## src/h2d_pkg.sv

```systemverilog
// ----------------------------------------------------------------------------
// h2d_pkg
// shared types, constants and arithmetic for the multilevel 2-d haar transform
// ----------------------------------------------------------------------------
package h2d_pkg;

   localparam int DEF_MAX_WIDTH  = 1024;
   localparam int DEF_MAX_HEIGHT = 1024;
   localparam int DEF_MAX_LEVELS = 4;

   // hard cap on cells, set by the two-bit level field
   localparam int STAGES      = 4;
   localparam int SLOT_W      = $clog2(STAGES);
   localparam int QUEUE_DEPTH = 4;
   localparam int QPTR_W      = $clog2(QUEUE_DEPTH);

   localparam logic [10:0] RESET_WIDTH  = 11'd1024;
   localparam logic [10:0] RESET_HEIGHT = 11'd1024;
   localparam logic [2:0]  RESET_LEVELS = 3'd1;

   typedef enum logic [1:0] {
      CSR_IMAGE_WIDTH  = 2'd0,
      CSR_IMAGE_HEIGHT = 2'd1,
      CSR_LEVEL_COUNT  = 2'd2
   } csr_index_type;

   typedef struct packed {
      logic       made;
      logic [8:0] row;
      logic [8:0] col;
      logic [7:0] ap;
      logic [7:0] hd;
      logic [7:0] vd;
      logic [7:0] dd;
   } result_type;

   typedef struct packed {
      logic                    valid;
      logic                    carry;
      logic [7:0]              sample;
      result_type [STAGES-1:0] slot;
   } group_type;

   typedef struct packed {
      logic en;
      logic clear;
      logic active;
   } cell_ctrl_type;

   // truncate toward zero after dividing by four, then keep one byte
   function automatic logic [7:0] quarter(input logic signed [10:0] s);
      logic signed [10:0] t;
      t = s + (s[10] ? 11'sd3 : 11'sd0);
      return 8'(t >>> 2);
   endfunction

endpackage

```

## src/h2d_out_queue.sv

```systemverilog
// ----------------------------------------------------------------------------
// h2d_out_queue
// queue of result groups and serializer onto the result channel
// ----------------------------------------------------------------------------
module h2d_out_queue (
   input  logic               clock,
   input  logic               reset,
   input  logic               en,
   input  h2d_pkg::group_type grp,
   output logic               full,
   output logic               rsp_valid,
   input  logic               rsp_stall,
   output logic [1:0]         rsp_level,
   output logic [8:0]         rsp_coef_row,
   output logic [8:0]         rsp_coef_col,
   output logic [7:0]         rsp_approximation,
   output logic [7:0]         rsp_horizontal_detail,
   output logic [7:0]         rsp_vertical_detail,
   output logic [7:0]         rsp_diagonal_detail,
   output logic               rsp_last
);

   h2d_pkg::group_type             q_ff [0:h2d_pkg::QUEUE_DEPTH-1];
   logic [h2d_pkg::QPTR_W-1:0]     wr_ff, rd_ff;
   logic [h2d_pkg::QPTR_W:0]       count_ff, count_in;
   logic [h2d_pkg::SLOT_W-1:0]     sel_ff, sel_in;
   logic                           valid_ff, valid_in;
   h2d_pkg::result_type            out_ff;
   logic [1:0]                     level_ff;
   logic                           last_ff;

   h2d_pkg::group_type             head;
   h2d_pkg::result_type            cur;
   logic [h2d_pkg::STAGES-1:0]     more;
   logic                           push, pop, load, last;

   assign full = (count_ff == (h2d_pkg::QPTR_W + 1)'(h2d_pkg::QUEUE_DEPTH));
   assign push = en & grp.valid & grp.slot[0].made;
   assign head = q_ff[rd_ff];
   assign cur  = head.slot[sel_ff];
   assign load = (count_ff != '0) & (~valid_ff | ~rsp_stall);

   always_comb begin
      for (int i = 0; i < h2d_pkg::STAGES; i++) begin
         more[i] = (i < h2d_pkg::STAGES - 1) ? head.slot[(i + 1) % h2d_pkg::STAGES].made
                                             : 1'b0;
      end
   end

   assign last     = ~more[sel_ff];
   assign pop      = load & last;
   assign count_in = count_ff + (h2d_pkg::QPTR_W + 1)'(push) - (h2d_pkg::QPTR_W + 1)'(pop);
   assign sel_in   = load ? (last ? '0 : sel_ff + h2d_pkg::SLOT_W'(1)) : sel_ff;
   assign valid_in = load ? 1'b1 : (valid_ff & rsp_stall);

   always_ff @(posedge clock) begin
      if (reset) begin
         wr_ff    <= '0;
         rd_ff    <= '0;
         count_ff <= '0;
         sel_ff   <= '0;
         valid_ff <= 1'b0;
      end else begin
         count_ff <= count_in;
         sel_ff   <= sel_in;
         valid_ff <= valid_in;
         if (push) begin
            wr_ff <= wr_ff + h2d_pkg::QPTR_W'(1);
         end
         if (pop) begin
            rd_ff <= rd_ff + h2d_pkg::QPTR_W'(1);
         end
      end
   end

   always_ff @(posedge clock) begin
      if (push) begin
         q_ff[wr_ff] <= grp;
      end
      if (load) begin
         out_ff   <= cur;
         level_ff <= 2'(sel_ff);
         last_ff  <= last;
      end
   end

   assign rsp_valid             = valid_ff;
   assign rsp_level             = level_ff;
   assign rsp_coef_row          = out_ff.row;
   assign rsp_coef_col          = out_ff.col;
   assign rsp_approximation     = out_ff.ap;
   assign rsp_horizontal_detail = out_ff.hd;
   assign rsp_vertical_detail   = out_ff.vd;
   assign rsp_diagonal_detail   = out_ff.dd;
   assign rsp_last              = last_ff;

endmodule

```

## config.mk

```make
export PLATFORM = sky130hd
export DESIGN_NAME = h2d_out_queue
export DESIGN_NICKNAME = d
export VERILOG_FILES = /design/src/h2d_pkg.sv /design/src/h2d_out_queue.sv
export SDC_FILE = /design/constraint.sdc
export NUM_CORES = 1
export LEC_CHECK = 0
export CORE_UTILIZATION = 40
export DETAILED_ROUTE_END_ITERATION = 8
export DONT_BUFFER_PORTS = 1
export HOLD_SLACK_MARGIN = 0.12
export MAX_ROUTING_LAYER = met4
export SYNTH_ARGS = -nofsm -noshare
export SYNTH_HDL_FRONTEND = slang
export SYNTH_SLANG_ARGS = --single-unit
```

## constraint.sdc

```tcl
create_clock -name clock -period 7.3 [get_ports clock]
set_input_delay 2.19 -clock clock [delete_from_list [all_inputs] [get_ports clock]]
set_output_delay 2.19 -clock clock [all_outputs]
set_load 0.005 [all_outputs]
```

* Yosys cells after proc, flatten, opt, wreduce, memory -nomap -nowiden
Memory sizes are Yosys's and may differ from the RTL's. A register that Yosys moved wholly into a read port is not among the register bits.
Cells that the tools add are included.
** Word-level totals
- Register bits after elaboration :: 63
- Memory bits (writable) :: 856
- Input port bits :: 218
- Output and inout bits :: 55
- Word-level logic and storage cells :: 41
- Memories kept :: 1
** Memory list
- q_ff :: depth 4, width 214, read ports 1, clocked after memory_dff 1, wr ports 1, line h2d_out_queue.sv:23 : h2d_pkg::group_type q_ff [0:h2d_pkg::QUEUE_DEPTH-1];
** Operators by class
- Add/sub/neg operators :: 5
- Order comparisons :: 1
- Equality and inequality tests :: 1
- Mux-type cells :: 10
- Bitwise logic cells :: 9
- Reductions and logical operators :: 1
** Operator list (count)
- $bmux W51 S2 :: 1
- $mux W50 :: 1
- $add A2 B1 Y2 const B :: 3
- $mux W2 :: 3
- $and A1 B1 Y1 :: 5
- $mux W1 :: 4
- $add A3 B1 Y3 :: 1
- $eq A3 B3 Y1 const B :: 1
- $lt A2 B3 Y1 const B :: 1
- $not A1 Y1 :: 3
- $reduce_bool A3 Y1 :: 1
- $sub A3 B1 Y3 :: 1
- $bmux W1 S2 :: 1
- $or A1 B1 Y1 :: 1

* Longest topological paths before layout
- Word-level depth :: 6
- Gate-level depth with buffers :: 12

* Least setup slack after synthesis
Ideal clock, no wire load.
- Kind :: input to register
- Start :: in grp[50] (netlist bit)
- End :: mem q_ff[1][0] (netlist bit) (enable)
- Setup time :: 588 ps
- Arrival :: 7218 ps
- Setup slack :: -506 ps
- Stages on the path :: 3
- Path buffers :: 1
- Cells stage by stage :: and3_1 clkbuf_1 and2_1
** On the way
- Word-level cells in the longest chain between the ends :: 3
** RTL lines
- from (decl) :: line h2d_out_queue.sv:9 : input h2d_pkg::group_type grp,
- $and A1 B1 Y1 :: line h2d_out_queue.sv:38 : assign push = en & grp.valid & grp.slot[0].made;
- $mux W1 :: line h2d_out_queue.sv:77 : if (push) begin
- $mux W1 (not written as such) :: line h2d_out_queue.sv:78 : q_ff[wr_ff] <= grp;
- to (decl) :: line h2d_out_queue.sv:23
Every way passes these cells.

==> results.toml <==
[status]
status = "finished clean"

[timing]
skew_ns = 0.0302
hold_violations = 0
max_freq_ghz = 0.262
period_share_pct = 52.2
slew_viol_final = 0
setup-tns-final_ns = 0
setup_viol = 0
tightest_slew_ns = 1.09
min_period_ns = 3.81
rsz0062_at_grt = "false"
relSlewSlack_pct = 27.2

[layout]
nFillCells = 6564
layout_commonest_cell = "edfxtp_1"
antenna_cells = 0
final_area_um2 = 37100
area_growth_pct = 12.6
area.sequential_um2 = 26200
fin_util_pct = 45.8
fin_cells = 2436
layout-drive-gt1-share_pct = 26.3
final_cell_mix = "edfxtp_1, mux4_2, clkbuf_16"
multi_input_area_um2 = 6300
fin_nets = 1524

[drt]
vias = 13100
vias_per_cell = 5.37
ant_nets = 0
dr.first_iter.drc_count = 735
drc_errors = 0
drt_wl_total_um = 63700
wl_per_cell_um = 26.1
drt_first_pass_iters = 4

[place]
gp_congestion = 0.707
port_buffers = 0
placed_cell_area_um2 = 34100
place_inst = 2266
dp_hpwl_um = 34500

[clocking]
tritoncts = "built"
cts_max_level = 3
clk_pin_slew_ns = 0.06
clk_latency_ns = 0.64
cts-root-buf = "clkbuf_16"
cts.sinks = 877
cts_resized = 0
cts_max_path_buffers = 3
cts_setup_buffers = 0
ctsHoldBuffers = 0
numCtsBuffers = 91

[grt]
antenna_found_initial = 0
grt_max_degree = 138
grt_usage_pct = 16.0
grt_first_pass_wirelength_um = 93700
grt_pass1_vias = 14200
gr-total-overflow = 0

[logic_synthesis]
synth_area_um2 = 33000
syn_nets = 1474
syn_avg_cell_area_um2 = 26.4
yosysUniqueCellTypes = 39
yosys_warnings = 0
synth_enable_flop_cells = 865
netlist_instances = 1249
synth_ff_type = "edfxtp_1"
ys_seq_area_share_pct = 79.5
synth-async-reset-ratio_pct = 0
synth-seq-cells = 877

[setup_path]
cpPeakStageDelay_ns = 0.72
regToRegSetupSlack_ns = 3.49
r2r_cells = 12
crit_chain = "buf_4 > mux4_2 > nand2b_4 > a211oi_4 > ha_1 > inv_1 > ha_1 > inv_1 > fa_1 > xor2_1 > xnor2_1 > nor2_1"
crit_cells = 12
path_buf_inv = 3
crit_required_ns = 7.81
cp_top_family = "adder cells"
cp-end-kind = "flop"
worstPathArrival_ns = 4.33
critPathKind = "reg -> reg"
r2r_end = "count_ff[2]$_SDFF_PP0_"
cpMaxStageDelayCell = "dfxtp_4"
crit_fanout = 28
start_kind = "flop"

[floorplanning]
die_area_um2 = 83500
rows = 104
coreArea_um2 = 81100
die_x_um = 289
start_util_pct = 40.7
die_h_um = 289
ios = 273

[power_and_ir_drop]
p_leak_nw = 11.3
seq_power_share_pct = 48.4
ir_drop_mv = 0.374
power_switching_mw = 3.06
p_sw_share_pct = 24.1
intPower_mw = 9.65
comb_power_share_pct = 15.9
powerDensity_nw_per_um2 = 343
power_frac_clock_pct = 35.7

[hold_path]
hold_depth = 2
min_to = "rd_ff[1]$_SDFFE_PP0P_"
worstHoldStart = "rd_ff[1]$_SDFFE_PP0P_"
hold_class = "reg -> reg"

[job]
cap_violations = 0
[how the worst max path moves through the flow]
| stage | startpoint | endpoint | slack (ns) |
|---|---|---|---|
| final | flop | count_ff[2]$_SDFF_PP0_ | 3.49 |
| after global routing | flop | count_ff[2]$_SDFF_PP0_ | 3.17 |
| after CTS | flop | count_ff[2]$_SDFF_PP0_ | 3.37 |
| after detailed placement | grp[50] | q_ff[2][138]$_DFFE_PP_ | 2.81 |
| after global placement | grp[50] | q_ff[2][189]$_DFFE_PP_ | 2.82 |
| after floorplan | grp[50] | q_ff[0][0]$_DFFE_PP_ | 1.77 |
[stage by stage]
step                      hold WS, ns  setup WS, ns  power, mW
after floorplan                 0.406          1.77       7.90
after global placement          0.547          2.82       8.35
after detailed placement        0.558          2.81       8.37
after CTS                       0.571          3.37       12.9
after global routing            0.600          3.17       13.2
final                           0.566          3.49       12.7
[state kept, by name (all words and copies together), names as in the netlist, 3 cells and up, named ones only]
name,cells
count_ff,3
q_ff,812
rsp_approximation,8
rsp_coef_col,9
rsp_coef_row,9
rsp_diagonal_detail,8
rsp_horizontal_detail,8
rsp_vertical_detail,8
[per-layer routing]
layer	vias up	GRT usage (%)	wire, um	part of all wire, %
met5	-	-	0	0
met4	0	4.47	1100	1.7
met3	86	5.48	4990	7.8
met2	298	25.9	32300	51
met1	7081	18.9	25400	40
li1	5605	-	-	-
[tightest hold or removal path: stages (launching register included)]
cell	delay (ns)
dfxtp_1	0.30
nor2_1	0.08
mux2_2	0.15
[logic make-up (layout without fill, tap and decap cells)]
logic type               Yosys count  in the layout  synth area share [%]
flip-flops                       877            877                  79.5
multiplexers                     257            257                  18.0
buffers and inverters             66            193                  1.36
AND/OR/NAND/NOR                   29             29                 0.509
AO/OA/AOI/OAI                     10             10                 0.243
adder cells (fa/ha/maj)            7              7                 0.289
XOR/XNOR                           3              3                0.0797
[synth_stat cells, types with 2 or more instances]
library cell / number / area, um2
buf_2: 7 / 35.0
dfxtp_1: 12 / 240
and2_1: 5 / 31.3
mux4_1: 52 / 1370
inv_1: 6 / 22.5
mux2i_1: 2 / 20.0
buf_1: 6 / 22.5
mux2_1: 2 / 22.5
xnor2_1: 2 / 17.5
buf_6: 19 / 214
nand2_1: 3 / 11.3
buf_12: 2 / 40.0
ha_1: 6 / 75.1
nor2b_1: 4 / 25.0
clkbuf_1: 23 / 86.3
mux4_2: 200 / 4500
edfxtp_1: 865 / 26000
nor2_1: 8 / 30.0
a21oi_1: 5 / 25.0
[cell type report]
class | count | share of cell area (%)
clock inverter | 67 | 1.60
clock buffer | 103 | 6.43
inverter | 7 | 0.0809
timing repair buffer | 16 | 0.627
multi-input combinational | 306 | 17.0
sequential | 877 | 70.7
tap | 1060 | 3.58
[power groups by stage]
stage / sequential, mW / combinational (mW) / clock (mW)
6_report: 6.15 / 2.02 / 4.53
3_3_place_gp: 6.27 / 2.08 / 0
4_1_cts: 6.17 / 2.10 / 4.67
3_5_place_dp: 6.27 / 2.10 / 0
2_1_floorplan: 6.09 / 1.81 / 0
5_1_grt: 6.19 / 2.20 / 4.86
Power figures use the tool's default switching activity.
